File: src/rtl/core/pecs_pkg.sv
// ----------------------------------------------------------------------------
// pecs_pkg
// Shared types for the polygon edge clip stage: controller states, datapath
// command and status groups, and register indexes.
// ----------------------------------------------------------------------------
package pecs_pkg;

   // Controller states
   typedef enum logic [4:0] {
      ST_IDLE,
      ST_EF_M1,
      ST_EF_M1W,
      ST_EF_M2,
      ST_EF_M2W,
      ST_EF_STORE,
      ST_SET_EDGE,
      ST_CLIP,
      ST_INT_CHECK,
      ST_NUM_M1,
      ST_NUM_M1W,
      ST_NUM_M2,
      ST_NUM_M2W,
      ST_DIV,
      ST_DIVW,
      ST_PUSH_A,
      ST_PUSH_Q,
      ST_PUSH_B,
      ST_EDGE_DONE,
      ST_CHECK_LAST,
      ST_FLUSH
   } state_type;

   // Point whose edge function is evaluated
   typedef enum logic [1:0] {
      PT_CUR,
      PT_FIRST,
      PT_A,
      PT_B
   } point_type;

   // Multiplier operation: first product loads the accumulator, second subtracts
   typedef enum logic [1:0] {
      MUL_EF1,
      MUL_EF2,
      MUL_N1,
      MUL_N2
   } mul_op_type;

   // Source of a pushed vertex
   typedef enum logic [1:0] {
      SRC_A,
      SRC_B,
      SRC_Q
   } push_src_type;

   typedef enum logic {
      EDGE_PREV_CUR,
      EDGE_CUR_FIRST
   } edge_sel_type;

   typedef enum logic {
      COORD_X,
      COORD_Y
   } coord_type;

   // Register indexes of the configuration port
   localparam logic [1:0] REG_START_X = 2'd0;
   localparam logic [1:0] REG_START_Y = 2'd1;
   localparam logic [1:0] REG_END_X   = 2'd2;
   localparam logic [1:0] REG_END_Y   = 2'd3;

   typedef struct packed {
      logic         load;
      logic         mul_start;
      mul_op_type   mul_op;
      point_type    point;
      logic         store_e;
      logic         set_edge;
      edge_sel_type edge_sel;
      logic         div_start;
      coord_type    coord;
      logic         push;
      push_src_type push_src;
      logic         flush;
      logic         commit;
   } cmd_type;

   typedef struct packed {
      logic have_first;
      logic last;
      logic a_in;
      logic b_in;
      logic den_zero;
      logic mul_done;
      logic div_done;
      logic out_free;
   } status_type;

endpackage

File: src/rtl/core/pecs_mul.sv
// ----------------------------------------------------------------------------
// pecs_mul
// Serial signed shift-add multiplier, one multiplier bit per cycle.
// ----------------------------------------------------------------------------
module pecs_mul #(
   parameter int WA = 35,
   parameter int WB = 17
) (
   input  logic                  clock,
   input  logic                  reset,
   input  logic                  start,
   input  logic signed [WA-1:0]  a,
   input  logic signed [WB-1:0]  b,
   output logic                  done,
   output logic signed [WA+WB-1:0] prod
);
   localparam int WP = WA + WB;
   localparam int CW = $clog2(WB + 1);

   logic                 busy_ff, busy_in;
   logic                 done_ff, done_in;
   logic [CW-1:0]        cnt_ff, cnt_in;
   logic signed [WP-1:0] mcand_ff, mcand_in;
   logic [WB-1:0]        mplier_ff, mplier_in;
   logic signed [WP-1:0] acc_ff, acc_in;
   logic signed [WP-1:0] term;
   logic                 at_sign;

   // Add one partial product; the sign bit of b weighs negative
   always_comb begin
      term      = mplier_ff[0] ? mcand_ff : '0;
      at_sign   = (cnt_ff == CW'(WB - 1));
      busy_in   = busy_ff;
      done_in   = 1'b0;
      cnt_in    = cnt_ff;
      mcand_in  = mcand_ff;
      mplier_in = mplier_ff;
      acc_in    = acc_ff;
      if (start) begin
         busy_in   = 1'b1;
         cnt_in    = '0;
         mcand_in  = WP'(a);
         mplier_in = b;
         acc_in    = '0;
      end else if (busy_ff) begin
         acc_in    = at_sign ? (acc_ff - term) : (acc_ff + term);
         mcand_in  = mcand_ff <<< 1;
         mplier_in = mplier_ff >> 1;
         cnt_in    = cnt_ff + CW'(1);
         if (at_sign) begin
            busy_in = 1'b0;
            done_in = 1'b1;
         end
      end
   end

   always_ff @(posedge clock) begin
      if (reset) begin
         busy_ff <= 1'b0;
         done_ff <= 1'b0;
      end else begin
         busy_ff <= busy_in;
         done_ff <= done_in;
      end
      cnt_ff    <= cnt_in;
      mcand_ff  <= mcand_in;
      mplier_ff <= mplier_in;
      acc_ff    <= acc_in;
   end

   assign done = done_ff;
   assign prod = acc_ff;

endmodule

File: src/rtl/core/pecs_div.sv
// ----------------------------------------------------------------------------
// pecs_div
// Restoring signed divider, one quotient bit per cycle, truncating toward
// zero, with the quotient saturated to QW bits.
// ----------------------------------------------------------------------------
module pecs_div #(
   parameter int NW = 52,
   parameter int DW = 36,
   parameter int QW = 16
) (
   input  logic                 clock,
   input  logic                 reset,
   input  logic                 start,
   input  logic signed [NW-1:0] num,
   input  logic signed [DW-1:0] den,
   output logic                 done,
   output logic signed [QW-1:0] quo
);
   localparam int CW = $clog2(NW + 1);
   localparam logic [NW-1:0] POS_LIM = {{(NW-QW+1){1'b0}}, {(QW-1){1'b1}}};
   localparam logic [NW-1:0] NEG_LIM = POS_LIM + NW'(1);

   logic                 busy_ff, busy_in;
   logic                 fin_ff, fin_in;
   logic                 done_ff, done_in;
   logic [CW-1:0]        cnt_ff, cnt_in;
   logic [NW-1:0]        n_ff, n_in;
   logic [NW-1:0]        q_ff, q_in;
   logic [DW-1:0]        d_ff, d_in;
   logic [DW-1:0]        r_ff, r_in;
   logic                 neg_ff, neg_in;
   logic signed [QW-1:0] quo_ff, quo_in;
   logic [DW:0]          r_sh;
   logic                 fits;
   logic [NW-1:0]        q_sat;
   logic [NW-1:0]        q_res;

   always_comb begin
      r_sh    = {r_ff, n_ff[NW-1]};
      fits    = (r_sh >= {1'b0, d_ff});
      busy_in = busy_ff;
      fin_in  = 1'b0;
      done_in = 1'b0;
      cnt_in  = cnt_ff;
      n_in    = n_ff;
      q_in    = q_ff;
      d_in    = d_ff;
      r_in    = r_ff;
      neg_in  = neg_ff;
      quo_in  = quo_ff;
      q_sat   = '0;
      q_res   = '0;
      if (start) begin
         // Take magnitudes and remember the sign of the quotient
         busy_in = 1'b1;
         cnt_in  = '0;
         n_in    = num[NW-1] ? NW'(-num) : NW'(num);
         d_in    = den[DW-1] ? DW'(-den) : DW'(den);
         neg_in  = num[NW-1] ^ den[DW-1];
         r_in    = '0;
         q_in    = '0;
      end else if (busy_ff) begin
         // One restoring step
         r_in   = fits ? DW'(r_sh - {1'b0, d_ff}) : r_sh[DW-1:0];
         q_in   = {q_ff[NW-2:0], fits};
         n_in   = n_ff << 1;
         cnt_in = cnt_ff + CW'(1);
         if (cnt_ff == CW'(NW - 1)) begin
            busy_in = 1'b0;
            fin_in  = 1'b1;
         end
      end else if (fin_ff) begin
         // Saturate and apply the sign
         if (neg_ff) begin
            q_sat = (q_ff > NEG_LIM) ? NEG_LIM : q_ff;
            q_res = -q_sat;
         end else begin
            q_sat = (q_ff > POS_LIM) ? POS_LIM : q_ff;
            q_res = q_sat;
         end
         quo_in  = q_res[QW-1:0];
         done_in = 1'b1;
      end
   end

   always_ff @(posedge clock) begin
      if (reset) begin
         busy_ff <= 1'b0;
         fin_ff  <= 1'b0;
         done_ff <= 1'b0;
      end else begin
         busy_ff <= busy_in;
         fin_ff  <= fin_in;
         done_ff <= done_in;
      end
      cnt_ff <= cnt_in;
      n_ff   <= n_in;
      q_ff   <= q_in;
      d_ff   <= d_in;
      r_ff   <= r_in;
      neg_ff <= neg_in;
      quo_ff <= quo_in;
   end

   assign done = done_ff;
   assign quo  = quo_ff;

endmodule

File: src/rtl/core/pecs_dpath.sv
// ----------------------------------------------------------------------------
// pecs_dpath
// Datapath of the clip stage: vertex state, edge functions, intercept
// numerators, shared multiplier and divider, and the result registers.
// ----------------------------------------------------------------------------
module pecs_dpath #(
   parameter int C = 16
) (
   input  logic                clock,
   input  logic                reset,
   input  pecs_pkg::cmd_type   cmd,
   output pecs_pkg::status_type sts,
   input  logic signed [C-1:0] in_x,
   input  logic signed [C-1:0] in_y,
   input  logic                in_last,
   input  logic signed [C-1:0] start_x,
   input  logic signed [C-1:0] start_y,
   input  logic signed [C-1:0] end_x,
   input  logic signed [C-1:0] end_y,
   output logic                rsp_valid,
   input  logic                rsp_ready,
   output logic signed [C-1:0] rsp_x,
   output logic signed [C-1:0] rsp_y,
   output logic                rsp_vv,
   output logic                rsp_pe
);
   localparam int DWID = C + 1;
   localparam int EW   = 2 * C + 3;
   localparam int NW   = 3 * C + 4;
   localparam int DENW = 2 * C + 4;

   logic signed [C-1:0]    cur_x_ff, cur_y_ff, first_x_ff, first_y_ff;
   logic signed [C-1:0]    prev_x_ff, prev_y_ff;
   logic signed [C-1:0]    ax_ff, ay_ff, bx_ff, by_ff, qx_ff, qy_ff;
   logic signed [C-1:0]    pend_x_ff, pend_y_ff, rsp_x_ff, rsp_y_ff;
   logic                   last_ff, prev_in_ff, have_first_ff, cin_ff, fin_ff;
   logic                   ain_ff, bin_ff, pend_valid_ff, rsp_valid_ff;
   logic                   rsp_vv_ff, rsp_pe_ff;
   logic signed [EW-1:0]   ea_ff, eb_ff;
   logic signed [NW-1:0]   acc_ff;
   pecs_pkg::mul_op_type   mul_op_ff;

   logic signed [DWID-1:0] dx, dy, px, py;
   logic signed [C-1:0]    pt_x, pt_y, push_x, push_y;
   logic signed [EW-1:0]   mul_a;
   logic signed [DWID-1:0] mul_b;
   logic signed [NW-1:0]   prod;
   logic                   mul_done, div_done;
   logic signed [C-1:0]    quo;
   logic signed [DENW-1:0] den;
   logic signed [EW-1:0]   e_val;
   logic                   e_inside, out_free;

   // Select the point for the edge function
   always_comb begin
      unique case (cmd.point)
         pecs_pkg::PT_CUR:   begin pt_x = cur_x_ff;   pt_y = cur_y_ff;   end
         pecs_pkg::PT_FIRST: begin pt_x = first_x_ff; pt_y = first_y_ff; end
         pecs_pkg::PT_A:     begin pt_x = ax_ff;      pt_y = ay_ff;      end
         pecs_pkg::PT_B:     begin pt_x = bx_ff;      pt_y = by_ff;      end
      endcase
   end

   assign dx = DWID'(end_x) - DWID'(start_x);
   assign dy = DWID'(end_y) - DWID'(start_y);
   assign px = DWID'(pt_x) - DWID'(start_x);
   assign py = DWID'(pt_y) - DWID'(start_y);

   // Multiplier operands
   always_comb begin
      unique case (cmd.mul_op)
         pecs_pkg::MUL_EF1: begin mul_a = EW'(dx); mul_b = py; end
         pecs_pkg::MUL_EF2: begin mul_a = EW'(dy); mul_b = px; end
         pecs_pkg::MUL_N1: begin
            mul_a = ea_ff;
            mul_b = (cmd.coord == pecs_pkg::COORD_Y) ? DWID'(by_ff) : DWID'(bx_ff);
         end
         pecs_pkg::MUL_N2: begin
            mul_a = eb_ff;
            mul_b = (cmd.coord == pecs_pkg::COORD_Y) ? DWID'(ay_ff) : DWID'(ax_ff);
         end
      endcase
   end

   pecs_mul #(.WA(EW), .WB(DWID)) u_mul (
      .clock (clock),
      .reset (reset),
      .start (cmd.mul_start),
      .a     (mul_a),
      .b     (mul_b),
      .done  (mul_done),
      .prod  (prod)
   );

   assign den = DENW'(ea_ff) - DENW'(eb_ff);

   pecs_div #(.NW(NW), .DW(DENW), .QW(C)) u_div (
      .clock (clock),
      .reset (reset),
      .start (cmd.div_start),
      .num   (acc_ff),
      .den   (den),
      .done  (div_done),
      .quo   (quo)
   );

   assign e_val    = acc_ff[EW-1:0];
   assign e_inside = e_val[EW-1] | (e_val == '0);
   assign out_free = !rsp_valid_ff || rsp_ready;

   // Vertex to push
   always_comb begin
      unique case (cmd.push_src)
         pecs_pkg::SRC_A: begin push_x = ax_ff; push_y = ay_ff; end
         pecs_pkg::SRC_B: begin push_x = bx_ff; push_y = by_ff; end
         pecs_pkg::SRC_Q: begin push_x = qx_ff; push_y = qy_ff; end
         default:         begin push_x = qx_ff; push_y = qy_ff; end
      endcase
   end

   // Control flags
   always_ff @(posedge clock) begin
      if (reset) begin
         have_first_ff <= 1'b0;
         prev_in_ff    <= 1'b0;
         pend_valid_ff <= 1'b0;
         rsp_valid_ff  <= 1'b0;
      end else begin
         if (cmd.commit) begin
            have_first_ff <= !last_ff;
            prev_in_ff    <= cin_ff;
         end
         if (cmd.push) begin
            pend_valid_ff <= 1'b1;
         end else if (cmd.flush) begin
            pend_valid_ff <= 1'b0;
         end
         // Load from the pending slot or an empty-polygon report, else drop a transfer that was taken
         priority if (cmd.push && pend_valid_ff) begin
            rsp_valid_ff <= 1'b1;
         end else if (cmd.flush && (pend_valid_ff || last_ff)) begin
            rsp_valid_ff <= 1'b1;
         end else if (rsp_valid_ff && rsp_ready) begin
            rsp_valid_ff <= 1'b0;
         end
      end
   end

   // Payload registers
   always_ff @(posedge clock) begin
      if (cmd.load) begin
         cur_x_ff <= in_x;
         cur_y_ff <= in_y;
         last_ff  <= in_last;
         if (!have_first_ff) begin
            first_x_ff <= in_x;
            first_y_ff <= in_y;
         end
      end
      if (cmd.commit) begin
         prev_x_ff <= cur_x_ff;
         prev_y_ff <= cur_y_ff;
      end
      if (cmd.mul_start) begin
         mul_op_ff <= cmd.mul_op;
      end
      // Accumulate products: the first of a pair loads, the second subtracts
      if (mul_done) begin
         if (mul_op_ff == pecs_pkg::MUL_EF1 || mul_op_ff == pecs_pkg::MUL_N1) begin
            acc_ff <= prod;
         end else begin
            acc_ff <= acc_ff - prod;
         end
      end
      if (cmd.store_e) begin
         unique case (cmd.point)
            pecs_pkg::PT_CUR:   cin_ff <= e_inside;
            pecs_pkg::PT_FIRST: fin_ff <= e_inside;
            pecs_pkg::PT_A:     ea_ff  <= e_val;
            pecs_pkg::PT_B:     eb_ff  <= e_val;
         endcase
      end
      if (cmd.set_edge) begin
         if (cmd.edge_sel == pecs_pkg::EDGE_PREV_CUR) begin
            ax_ff  <= prev_x_ff;
            ay_ff  <= prev_y_ff;
            ain_ff <= prev_in_ff;
            bx_ff  <= cur_x_ff;
            by_ff  <= cur_y_ff;
            bin_ff <= cin_ff;
         end else begin
            ax_ff  <= cur_x_ff;
            ay_ff  <= cur_y_ff;
            ain_ff <= cin_ff;
            bx_ff  <= first_x_ff;
            by_ff  <= first_y_ff;
            bin_ff <= fin_ff;
         end
      end
      if (div_done) begin
         if (cmd.coord == pecs_pkg::COORD_Y) begin
            qy_ff <= quo;
         end else begin
            qx_ff <= quo;
         end
      end
      if (cmd.push) begin
         pend_x_ff <= push_x;
         pend_y_ff <= push_y;
         if (pend_valid_ff) begin
            rsp_x_ff  <= pend_x_ff;
            rsp_y_ff  <= pend_y_ff;
            rsp_vv_ff <= 1'b1;
            rsp_pe_ff <= 1'b0;
         end
      end
      // Flush the pending vertex, or report an empty polygon
      if (cmd.flush) begin
         if (pend_valid_ff) begin
            rsp_x_ff  <= pend_x_ff;
            rsp_y_ff  <= pend_y_ff;
            rsp_vv_ff <= 1'b1;
            rsp_pe_ff <= last_ff;
         end else if (last_ff) begin
            rsp_x_ff  <= '0;
            rsp_y_ff  <= '0;
            rsp_vv_ff <= 1'b0;
            rsp_pe_ff <= 1'b1;
         end
      end
   end

   assign sts.have_first = have_first_ff;
   assign sts.last       = last_ff;
   assign sts.a_in       = ain_ff;
   assign sts.b_in       = bin_ff;
   assign sts.den_zero   = (den == '0);
   assign sts.mul_done   = mul_done;
   assign sts.div_done   = div_done;
   assign sts.out_free   = out_free;

   assign rsp_valid = rsp_valid_ff;
   assign rsp_x     = rsp_x_ff;
   assign rsp_y     = rsp_y_ff;
   assign rsp_vv    = rsp_vv_ff;
   assign rsp_pe    = rsp_pe_ff;

endmodule

File: src/rtl/core/pecs_ctrl.sv
// ----------------------------------------------------------------------------
// pecs_ctrl
// Sequencer of the clip stage: walks each vertex through its edge function
// evaluations, edge decisions, intercept arithmetic and result pushes.
// ----------------------------------------------------------------------------
module pecs_ctrl (
   input  logic                 clock,
   input  logic                 reset,
   input  logic                 req_valid,
   output logic                 req_ready,
   input  pecs_pkg::status_type sts,
   output pecs_pkg::cmd_type    cmd
);
   pecs_pkg::state_type    state_ff, state_in;
   pecs_pkg::point_type    point_ff, point_in;
   pecs_pkg::edge_sel_type edge_ff, edge_in;
   pecs_pkg::coord_type    coord_ff, coord_in;

   // Next state
   always_comb begin
      state_in = state_ff;
      point_in = point_ff;
      edge_in  = edge_ff;
      coord_in = coord_ff;
      unique case (state_ff)
         pecs_pkg::ST_IDLE: begin
            if (req_valid) begin
               point_in = pecs_pkg::PT_CUR;
               state_in = pecs_pkg::ST_EF_M1;
            end
         end
         pecs_pkg::ST_EF_M1:  state_in = pecs_pkg::ST_EF_M1W;
         pecs_pkg::ST_EF_M1W: if (sts.mul_done) state_in = pecs_pkg::ST_EF_M2;
         pecs_pkg::ST_EF_M2:  state_in = pecs_pkg::ST_EF_M2W;
         pecs_pkg::ST_EF_M2W: if (sts.mul_done) state_in = pecs_pkg::ST_EF_STORE;
         pecs_pkg::ST_EF_STORE: begin
            unique case (point_ff)
               pecs_pkg::PT_CUR: begin
                  if (sts.have_first) begin
                     edge_in  = pecs_pkg::EDGE_PREV_CUR;
                     state_in = pecs_pkg::ST_SET_EDGE;
                  end else begin
                     state_in = pecs_pkg::ST_CHECK_LAST;
                  end
               end
               pecs_pkg::PT_FIRST: begin
                  edge_in  = pecs_pkg::EDGE_CUR_FIRST;
                  state_in = pecs_pkg::ST_SET_EDGE;
               end
               pecs_pkg::PT_A: begin
                  point_in = pecs_pkg::PT_B;
                  state_in = pecs_pkg::ST_EF_M1;
               end
               pecs_pkg::PT_B: state_in = pecs_pkg::ST_INT_CHECK;
            endcase
         end
         pecs_pkg::ST_SET_EDGE: state_in = pecs_pkg::ST_CLIP;
         pecs_pkg::ST_CLIP: begin
            priority if (sts.a_in && sts.b_in) begin
               state_in = pecs_pkg::ST_PUSH_B;
            end else if (sts.a_in != sts.b_in) begin
               point_in = pecs_pkg::PT_A;
               state_in = pecs_pkg::ST_EF_M1;
            end else begin
               state_in = pecs_pkg::ST_EDGE_DONE;
            end
         end
         pecs_pkg::ST_INT_CHECK: begin
            if (sts.den_zero) begin
               state_in = pecs_pkg::ST_PUSH_A;
            end else begin
               coord_in = pecs_pkg::COORD_X;
               state_in = pecs_pkg::ST_NUM_M1;
            end
         end
         pecs_pkg::ST_NUM_M1:  state_in = pecs_pkg::ST_NUM_M1W;
         pecs_pkg::ST_NUM_M1W: if (sts.mul_done) state_in = pecs_pkg::ST_NUM_M2;
         pecs_pkg::ST_NUM_M2:  state_in = pecs_pkg::ST_NUM_M2W;
         pecs_pkg::ST_NUM_M2W: if (sts.mul_done) state_in = pecs_pkg::ST_DIV;
         pecs_pkg::ST_DIV:     state_in = pecs_pkg::ST_DIVW;
         pecs_pkg::ST_DIVW: begin
            if (sts.div_done) begin
               if (coord_ff == pecs_pkg::COORD_X) begin
                  coord_in = pecs_pkg::COORD_Y;
                  state_in = pecs_pkg::ST_NUM_M1;
               end else begin
                  state_in = pecs_pkg::ST_PUSH_Q;
               end
            end
         end
         pecs_pkg::ST_PUSH_A, pecs_pkg::ST_PUSH_Q: begin
            if (sts.out_free) begin
               state_in = sts.b_in ? pecs_pkg::ST_PUSH_B : pecs_pkg::ST_EDGE_DONE;
            end
         end
         pecs_pkg::ST_PUSH_B: if (sts.out_free) state_in = pecs_pkg::ST_EDGE_DONE;
         pecs_pkg::ST_EDGE_DONE: begin
            state_in = (edge_ff == pecs_pkg::EDGE_PREV_CUR) ?
                       pecs_pkg::ST_CHECK_LAST : pecs_pkg::ST_FLUSH;
         end
         pecs_pkg::ST_CHECK_LAST: begin
            if (sts.last) begin
               point_in = pecs_pkg::PT_FIRST;
               state_in = pecs_pkg::ST_EF_M1;
            end else begin
               state_in = pecs_pkg::ST_FLUSH;
            end
         end
         pecs_pkg::ST_FLUSH: if (sts.out_free) state_in = pecs_pkg::ST_IDLE;
         default: state_in = pecs_pkg::ST_IDLE;
      endcase
   end

   // Commands
   always_comb begin
      cmd           = '0;
      cmd.point     = point_ff;
      cmd.edge_sel  = edge_ff;
      cmd.coord     = coord_ff;
      cmd.mul_op    = pecs_pkg::MUL_EF1;
      cmd.push_src  = pecs_pkg::SRC_B;
      req_ready     = 1'b0;
      unique case (state_ff)
         pecs_pkg::ST_IDLE: begin
            req_ready = 1'b1;
            cmd.load  = req_valid;
         end
         pecs_pkg::ST_EF_M1: cmd.mul_start = 1'b1;
         pecs_pkg::ST_EF_M2: begin
            cmd.mul_start = 1'b1;
            cmd.mul_op    = pecs_pkg::MUL_EF2;
         end
         pecs_pkg::ST_NUM_M1: begin
            cmd.mul_start = 1'b1;
            cmd.mul_op    = pecs_pkg::MUL_N1;
         end
         pecs_pkg::ST_NUM_M2: begin
            cmd.mul_start = 1'b1;
            cmd.mul_op    = pecs_pkg::MUL_N2;
         end
         pecs_pkg::ST_EF_STORE: cmd.store_e   = 1'b1;
         pecs_pkg::ST_SET_EDGE: cmd.set_edge  = 1'b1;
         pecs_pkg::ST_DIV:      cmd.div_start = 1'b1;
         pecs_pkg::ST_PUSH_A: begin
            cmd.push     = sts.out_free;
            cmd.push_src = pecs_pkg::SRC_A;
         end
         pecs_pkg::ST_PUSH_Q: begin
            cmd.push     = sts.out_free;
            cmd.push_src = pecs_pkg::SRC_Q;
         end
         pecs_pkg::ST_PUSH_B: cmd.push = sts.out_free;
         pecs_pkg::ST_FLUSH: begin
            cmd.flush  = sts.out_free;
            cmd.commit = sts.out_free;
         end
         default: ;
      endcase
   end

   always_ff @(posedge clock) begin
      if (reset) begin
         state_ff <= pecs_pkg::ST_IDLE;
         point_ff <= pecs_pkg::PT_CUR;
         edge_ff  <= pecs_pkg::EDGE_PREV_CUR;
         coord_ff <= pecs_pkg::COORD_X;
      end else begin
         state_ff <= state_in;
         point_ff <= point_in;
         edge_ff  <= edge_in;
         coord_ff <= coord_in;
      end
   end

   // Checks
   a_one_action: assert property (@(posedge clock) disable iff (reset)
      $onehot0({cmd.load, cmd.mul_start, cmd.div_start, cmd.push, cmd.flush}))
      else $error("more than one datapath action in a cycle");

   a_commit_idle: assert property (@(posedge clock) disable iff (reset)
      cmd.commit |=> (state_ff == pecs_pkg::ST_IDLE))
      else $error("vertex commit did not return to idle");

   a_clip_after_edge: assert property (@(posedge clock) disable iff (reset)
      (state_ff == pecs_pkg::ST_CLIP) |-> ($past(state_ff) == pecs_pkg::ST_SET_EDGE))
      else $error("edge decision without a loaded edge");

endmodule

File: src/rtl/core/polygon_edge_clip_stage.sv
// ----------------------------------------------------------------------------
// polygon_edge_clip_stage
// One polygon clipping stage against a configured line: vertices in, clipped
// vertices out, with a polygon end mark on the last result.
// ----------------------------------------------------------------------------
//
//   channel | direction | fields
//   req_    | in        | tdata: vertex_x, vertex_y; tlast: last_vertex
//   rsp_    | out       | tdata: out_x, out_y; tuser: vertex_valid; tlast: polygon_end
//   csr_    | in        | APB: edge_start_x, edge_start_y, edge_end_x, edge_end_y
//
// One vertex at a time. Multiplies run on the serial multiplier and divisions
// on the restoring divider. A vertex costs two multiplies for its edge
// function, a crossing edge adds eight multiplies and two divisions, and a
// last vertex adds two multiplies for the first vertex.
// Reset is synchronous and clears the configuration registers and the polygon state.
// A stalled result holds in the output register while the next vertex is taken.
//
module polygon_edge_clip_stage #(
   parameter int COORD_BITS = 16
) (
   input  logic                  clock,
   input  logic                  reset,
   input  logic                  req_tvalid,
   output logic                  req_tready,
   // vertex_x [COORD_BITS-1:0], vertex_y above it, zero padding to bytes
   input  logic [((2 * COORD_BITS + 7) / 8) * 8 - 1:0] req_tdata,
   input  logic                  req_tlast,
   output logic                  rsp_tvalid,
   input  logic                  rsp_tready,
   // out_x [COORD_BITS-1:0], out_y above it, zero padding to bytes
   output logic [((2 * COORD_BITS + 7) / 8) * 8 - 1:0] rsp_tdata,
   // vertex_valid
   output logic                  rsp_tuser,
   output logic                  rsp_tlast,
   input  logic                  csr_psel,
   input  logic                  csr_penable,
   input  logic                  csr_pwrite,
   input  logic [3:0]            csr_paddr,
   input  logic [31:0]           csr_pwdata,
   output logic [31:0]           csr_prdata,
   output logic                  csr_pready
);
   localparam int C  = COORD_BITS;
   localparam int TW = ((2 * COORD_BITS + 7) / 8) * 8;

   logic signed [C-1:0] start_x_ff, start_y_ff, end_x_ff, end_y_ff;
   logic signed [C-1:0] rsp_x, rsp_y;
   logic                rsp_vv, rsp_pe, csr_wr;
   pecs_pkg::cmd_type    cmd;
   pecs_pkg::status_type sts;

   // Configuration registers
   assign csr_pready = 1'b1;
   assign csr_wr     = csr_psel && csr_penable && csr_pwrite;

   always_ff @(posedge clock) begin
      if (reset) begin
         start_x_ff <= '0;
         start_y_ff <= '0;
         end_x_ff   <= '0;
         end_y_ff   <= '0;
      end else if (csr_wr) begin
         unique case (csr_paddr[3:2])
            pecs_pkg::REG_START_X: start_x_ff <= csr_pwdata[C-1:0];
            pecs_pkg::REG_START_Y: start_y_ff <= csr_pwdata[C-1:0];
            pecs_pkg::REG_END_X:   end_x_ff   <= csr_pwdata[C-1:0];
            pecs_pkg::REG_END_Y:   end_y_ff   <= csr_pwdata[C-1:0];
         endcase
      end
   end

   always_comb begin
      unique case (csr_paddr[3:2])
         pecs_pkg::REG_START_X: csr_prdata = 32'(start_x_ff);
         pecs_pkg::REG_START_Y: csr_prdata = 32'(start_y_ff);
         pecs_pkg::REG_END_X:   csr_prdata = 32'(end_x_ff);
         pecs_pkg::REG_END_Y:   csr_prdata = 32'(end_y_ff);
      endcase
   end

   pecs_ctrl u_ctrl (
      .clock     (clock),
      .reset     (reset),
      .req_valid (req_tvalid),
      .req_ready (req_tready),
      .sts       (sts),
      .cmd       (cmd)
   );

   pecs_dpath #(.C(C)) u_dpath (
      .clock     (clock),
      .reset     (reset),
      .cmd       (cmd),
      .sts       (sts),
      .in_x      (req_tdata[C-1:0]),
      .in_y      (req_tdata[2*C-1:C]),
      .in_last   (req_tlast),
      .start_x   (start_x_ff),
      .start_y   (start_y_ff),
      .end_x     (end_x_ff),
      .end_y     (end_y_ff),
      .rsp_valid (rsp_tvalid),
      .rsp_ready (rsp_tready),
      .rsp_x     (rsp_x),
      .rsp_y     (rsp_y),
      .rsp_vv    (rsp_vv),
      .rsp_pe    (rsp_pe)
   );

   // Pack the result transfer
   assign rsp_tdata = TW'({rsp_y, rsp_x});
   assign rsp_tuser = rsp_vv;
   assign rsp_tlast = rsp_pe;

endmodule
File: config.mk
export PLATFORM = sky130hd
export DESIGN_NAME = polygon_edge_clip_stage
export DESIGN_NICKNAME = d
export VERILOG_FILES = /design/src/rtl/core/pecs_pkg.sv /design/src/rtl/core/pecs_mul.sv /design/src/rtl/core/pecs_div.sv /design/src/rtl/core/pecs_dpath.sv /design/src/rtl/core/pecs_ctrl.sv /design/src/rtl/core/polygon_edge_clip_stage.sv
export SDC_FILE = /design/constraint.sdc
export NUM_CORES = 2
export LEC_CHECK = 0
export BUFFER_PORTS_ARGS = -buffer_cell sky130_fd_sc_hd__buf_2
export CORE_MARGIN = 5
export CORE_UTILIZATION = 40
export DETAILED_ROUTE_END_ITERATION = 8
export SLEW_MARGIN = 10
export SYNTH_ARGS = -nofsm -noshare
export SYNTH_HDL_FRONTEND = slang
export SYNTH_SLANG_ARGS = --single-unit
File: constraint.sdc
create_clock -name clock -period 10.72 [get_ports clock]
set_clock_uncertainty 0.1 [all_clocks]
set_input_delay 1.072 -clock clock [delete_from_list [all_inputs] [get_ports clock]]
set_output_delay 1.072 -clock clock [all_outputs]
set_load 0.03 [all_outputs]
Yosys cells after proc, flatten, opt, wreduce, memory -nomap -nowiden
Index checks and enable logic that the tools add are counted.

Flip-flop bits (word level): 794. Input bits: 76. Output and inout port bits: 69. Logic and storage cells: 281.

Add/subtract/negate cells: 14. $lt $le $gt $ge: 3. Equality and inequality tests: 49. Muxes and demuxes: 104. Bitwise logic cells: 7. Reductions and logical operators: 48.

Operators with widths (count): $mux W52 (8); $mux W16 (17); $pmux W35 S4 (1); $pmux W16 S4 (2); $pmux W32 S4 (1); $sub A52 B52 Y52 (2); $pmux W5 S20 (1); $mux W5 (14); $mux W17 (4); $pmux W17 S4 (1); $sub A16 B16 Y17 (4); $pmux W16 S2 (2); $add A52 B52 Y52 (1); $gt A52 B15 Y1 const B (1); $gt A52 B16 Y1 const B (1); $neg A52 Y52 (1); $eq A5 B4 Y1 const B (8); $ge A37 B36 Y1 (1); $logic_not A36 Y1 (1); $mux W1 (36); $mux W36 (1); $neg A36 Y36 (1); $sub A35 B35 Y36 (1); $sub A36 B36 Y36 (1); other kinds (40) (114).

Depth between registers and ports, before layout
Depth in word-level cells: 7. Mapped depth: 28. Mapped depth without buffers: 21.

By module
A second synthesis with hierarchy kept.

Cell total of the unflattened synthesis: 4945. Area total of the unflattened synthesis: 49030.8 µm².

Modules (own cells, without submodules): pecs_dpath (times used 1, cells an instance 2159, area an instance 23747.8 µm², sequential area each 11330.9 µm²); pecs_div (times used 1, cells an instance 1317, area an instance 11810.1 µm², sequential area each 5094.9 µm²); pecs_mul (times used 1, cells an instance 1047, area an instance 9222.6 µm², sequential area each 3253.1 µm²); polygon_edge_clip_stage (times used 1, cells an instance 267, area an instance 3108.0 µm², sequential area each 1281.2 µm²); pecs_ctrl (times used 1, cells an instance 155, area an instance 1142.3 µm², sequential area each 180.2 µm²).

Worst setup path before layout
OpenSTA, ideal clock, no wires.

Path type: flip-flop to flip-flop. From: register u_dpath.u_mul.mplier_ff[0]. To: register u_dpath.u_mul.acc_ff[51] (netlist: u_dpath.u_mul.prod[51]). Arrival time: 6022 ps. Path slack: 4527 ps. Stages on the path, launching flop included: 29. Period minus slack after synthesis: 6193 ps. Cells stage by stage: edfxtp_1 > clkbuf_1 > clkbuf_1 > clkbuf_1 > buf_1 > nand2_1 > ha_1 > and3_1 > nand2_1 > a21oi_1 > o21a_1 > nor2b_1 > clkbuf_1 > o21ai_1 > clkbuf_1 > o211ai_1 > ha_1 > clkbuf_1 > nand4_1 > nor4_1 > o21ai_0 > a311oi_1 > a41oi_1 > or2_2 > a31oi_1 > a41oi_1 > and4_1 > a211oi_1 > mux2i_1.

Word-level cells in the longest chain between the ends: 3. Elaborated cells on any way between the ends: 4.

Ends and longest elaborated chain: start: declaration (line pecs_mul.sv:24) `logic [WB-1:0] mplier_ff, mplier_in;`; start signal: assignment (line pecs_mul.sv:67) `mplier_ff <= mplier_in;`; $mux W52 * (line pecs_mul.sv:31) `term = mplier_ff[0] ? mcand_ff : '0;`; $add A52 B52 Y52 / $sub A52 B52 Y52 (equally long branches) (line pecs_mul.sv:46) `acc_in = at_sign ? (acc_ff - term) : (acc_ff + term);`; $mux W52 * (line pecs_mul.sv:46); end signal: assignment (line pecs_mul.sv:68) `acc_ff <= acc_in;`; end: declaration (line pecs_mul.sv:25) `logic signed [WP-1:0] acc_ff, acc_in;`.

Every way passes the cells marked *; elsewhere a longest branch is shown, timed or not. A chain may end at the register's enable or synchronous reset.

Worst setup path in the final report
From: register u_dpath.u_mul.mcand_ff[6]. To: register u_dpath.u_mul.acc_ff[27] (netlist: u_dpath.u_mul.prod[27]).

Word-level cells in the longest chain between the ends: 3. Elaborated cells on any way between the ends: 4.

Ends and longest elaborated chain: start: declaration (line pecs_mul.sv:23) `logic signed [WP-1:0] mcand_ff, mcand_in;`; start signal: assignment (line pecs_mul.sv:66) `mcand_ff <= mcand_in;`; $mux W52 * (line pecs_mul.sv:31); $add A52 B52 Y52 / $sub A52 B52 Y52 (equally long branches) (line pecs_mul.sv:46); $mux W52 * (line pecs_mul.sv:46).

Marks and branches as above.

==> results.toml <==
[run_status]
status = "completed"

[sta]
timing.hold.ws_ns = 0.3299
period_needed_ns = 7.116
timing_worst_slew_pin_value_ns = 1.207
slew-limit-headroom_pct = 18.82
fin_crit_sh_pct = 66.38
finalHoldViolCount = 0
final_max_slew_viol_count = 0
max_clock_freq_mhz = 140.5
setup_failing_eps_final = 0
worst_slack_ns = 3.604
rsz0062_at_grt = "false"
setup_total_negative_slack_ns = 0

[grt]
gr-total-overflow = 0
grt_use_total_pct = 20.97
grt.met2_usage_pct = 30.71
wire_length_of_the_first_global_routing_pass_um = 211200
first_global_vias = 35680
grt_util_met1_pct = 31.04
grt_use_met3_pct = 4.796
grt_antenna_before_repair = 2
global_route.peak_usage_layer = "met1"
grt_start_max_net_pins = 94

[hold_path]
min-delay-path-class = "reg -> reg"
min_delay_startpoint = "u_dpath.pend_y_ff[5]"

[critical_path]
launching_point_of_the_worst_reg2reg_path = "u_dpath.u_mul.mcand_ff[6]"
worstPathRequired_ns = 11.14
cp-end-kind = "register"
cp-start-kind = "register"
crit_path_top_delay_cell = "a2111oi_0"
critPathArrivalTime_ns = 7.54
path_cells = "or3_1 > o31ai_1 > and3_1 > nand2_1 > a21oi_1 > o21a_1 > nor2b_1 > o21ai_1 > buf_4 > o211ai_1 > ha_1 > a211oi_1 > o21ai_0 > a221oi_1 > nand2_1 > a31oi_1 > o21bai_1 > a2111oi_0 > o31a_1 > o311ai_0 > mux2i_1 > o311ai_0"
cp_max_fo = 15
crit_path_max_incr_delay_ns = 0.68
startpoint = "u_dpath.u_mul.mcand_ff[6]"
timing_worst_setup_path_type = "reg -> reg"

[routing]
wire_per_inst_um = 20.47
drc_violation_count_after_routing = 0
vias_per_cell = 5.703
detailedRoute.firstPassIterationCount = 9
drt-total-wl_um = 137400
postRouteAntennaNets = 0
drt_iter0_drc = 3733
detailroute.via_count = 38265

[clock_network]
post_cts_resized = 0
htree_levels = 3
cts.reportedPaths.clkPinSlew_ns = 0.06
cts.repair_timing.setup_buffer_count = 0
cts-buffers-inserted = 91
worstSkewPairLatency_ns = 0.70
cts.root.buffer_cell = "clkbuf_16"
clock_net_sink_count = 793
cts.path.max_buffers = 3
tritoncts = "yes"
cts_hold_buf = 0

[power_and_ir_drop]
p_clk_share_pct = 27.7
share_seq_of_total_power_pct = 36.6
totalPowerFinal_uw = 11700
peakVddDrop_mv = 0.1511
power.net_switching_uw = 4330
static-leakage-power_uw = 0.02034
cellPowerDensity_mw_per_mm2 = 219.9
power_switching_share_pct = 37.02
power.combinational.fraction_pct = 35.7
intPower_uw = 7368

[yosys]
synth_cells = 4993
sequential_cell_area_fraction_in_the_yosys_report_pct = 44.14
postSynth.asyncResetShare_pct = 0
synth-seq-cells = 793
synth_edf_count = 526
synth-warning-count = 0
synth_area_per_cell_um2 = 9.591
synthFlopType = "edfxtp_1"
post_synth_instance_area_mm2 = 0.04789
synth_cell_type_count = 95
syn_nets = 5325

[cells_and_area]
final_design_area_no_fill_mm2 = 0.05319
drive_above_1_share_pct = 10.32
mostFrequentLayoutCell = "nand2_1"
areaGrowthSynthToFinish_pct = 11.08
layout_common_cells = "nand2_1 (654), edfxtp_1 (526), a21oi_1 (395)"
design.final.nets = 5351
fillers = 11369

[floorplan]
initial_utilization_pct = 40.08
dieWidth_um = 356.0
fp.dieArea_mm2 = 0.1267
num_rows = 127
die_y_um = 356.0
io_pins = 145
design.core.area_mm2 = 0.1195

[flow_run]
max-cap-violations = 0

[placed_design]
place.port_buffers = 125
placedInstanceArea_mm2 = 0.05003
dpl.hpwl_um = 97700
final_weighted_congestion_in_routability_driven_placement = 0.8900
place_ws_ns = 3.726
cell usage after synthesis, types with 12 or more instances:
library cell / n / area (um2)
nand4_1: 35 / 219.0
mux2_2: 70 / 788.3
o22ai_1: 19 / 118.9
a21boi_0: 14 / 105.1
o41ai_1: 12 / 105.1
nand2_1: 655 / 2459
nor2b_1: 39 / 244.0
nand3_1: 117 / 585.6
o21ai_0: 317 / 1587
o31ai_1: 37 / 277.8
mux2i_1: 160 / 1602
ha_1: 248 / 3103
o21a_1: 55 / 412.9
nor3_1: 89 / 445.4
nand3b_1: 14 / 105.1
or3_1: 38 / 237.7
a222oi_1: 23 / 230.2
and3_1: 42 / 262.8
clkbuf_1: 190 / 713.2
inv_1: 249 / 934.7
a22oi_1: 43 / 322.8
nor4_1: 34 / 212.7
xnor2_1: 153 / 1340
o211ai_1: 36 / 270.3
a41oi_1: 14 / 122.6
xor2_1: 140 / 1226
buf_4: 18 / 135.1
buf_1: 33 / 123.9
or2_2: 20 / 125.1
a21o_1: 95 / 713.2
a211oi_1: 38 / 285.3
nor2_1: 338 / 1269
o21bai_1: 29 / 217.7
a21oi_1: 395 / 1977
a31oi_1: 45 / 281.5
and2_1: 21 / 131.4
o311ai_0: 14 / 122.6
o21ai_1: 15 / 75.07
mux4_2: 48 / 1081
dfxtp_1: 267 / 5345
nand2b_1: 58 / 362.9
edfxtp_1: 526 / 15800
worst max-delay path: cells and delay by family, from the launching register on:
kind	cells	cell delay, ns
flops	1	0.46
mux	1	0.18
fa+ha+maj	1	0.31
simple gates	5	1.50
compound gates	14	4.18
buf+inv	1	0.23
area by class of cell:
cell class | instances | area (um2) | share of cell area, %
inverter | 252 | 947.2 | 1.781
tap | 1612 | 2017 | 3.792
antenna | 1 | 2.502 | 0.004704
timing repair buffer | 178 | 1026 | 1.929
clock inverter | 50 | 594.3 | 1.117
sequential | 793 | 21150 | 39.77
multi-input combinational | 3703 | 24890 | 46.78
clock buffer | 121 | 2567 | 4.827
cell families after synthesis:
logic type	after synthesis	synth area share, %
adder cells (fa/ha/maj)	256	6.814
AND/OR/NAND/NOR	1562	15.01
buffers and inverters	497	4.105
XOR/XNOR	293	5.359
flip-flops	793	44.14
multiplexers	278	7.248
other	1	0.007831
AO/OA/AOI/OAI	1313	17.31
registers in the layout, indices dropped and copies added, names as in the netlist, 17 cells and up:
register,count
u_dpath.u_mul.mplier_ff,17
u_dpath.u_mul.mcand_ff,52
u_dpath.acc_ff,52
u_dpath.u_div.n_ff,52
u_dpath.u_div.d_ff,36
u_dpath.u_div.q_ff,52
u_dpath.eb_ff,35
u_dpath.u_mul.prod,52
u_dpath.ea_ff,35
u_dpath.u_div.r_ff,36
routing by layer:
metal,share of wire (%),routed length [um]
met5,0.0087,12
met4,2.5,3370
met3,8.5,11730
met2,42,57700
met1,47,64560
final timing paths:
| path | cells past startpoint | slack [ns] | to |
|---|---|---|---|
| max | 22 | 3.60 | u_dpath.u_mul.prod[27] |
| min reg2reg | 2 | 0.33 | u_dpath.rsp_y[5] |
| max reg2reg | 22 | 3.60 | u_dpath.u_mul.prod[27] |
| min | 2 | 0.33 | u_dpath.rsp_y[5] |
power groups by stage:
| stage | clock [uW] | combinational, uW | sequential (uW) |
|---|---|---|---|
| 3_3_place_gp | 0 | 4070 | 4310 |
| 2_1_floorplan | 0 | 3100 | 4210 |
| 6_report | 3250 | 4170 | 4280 |
| 4_1_cts | 3310 | 4140 | 4260 |
| 5_1_grt | 3450 | 4630 | 4320 |
| 3_5_place_dp | 0 | 4110 | 4320 |
through the flow:
stage                     instances  util [%]
after global routing           6709     44.51
after detailed placement       6538     41.87
after CTS                      6709     44.51
final                          6710     44.52
after global placement         6538     41.87
after floorplan                4993         -
No activity file was read; power rests on OpenSTA's default activity.
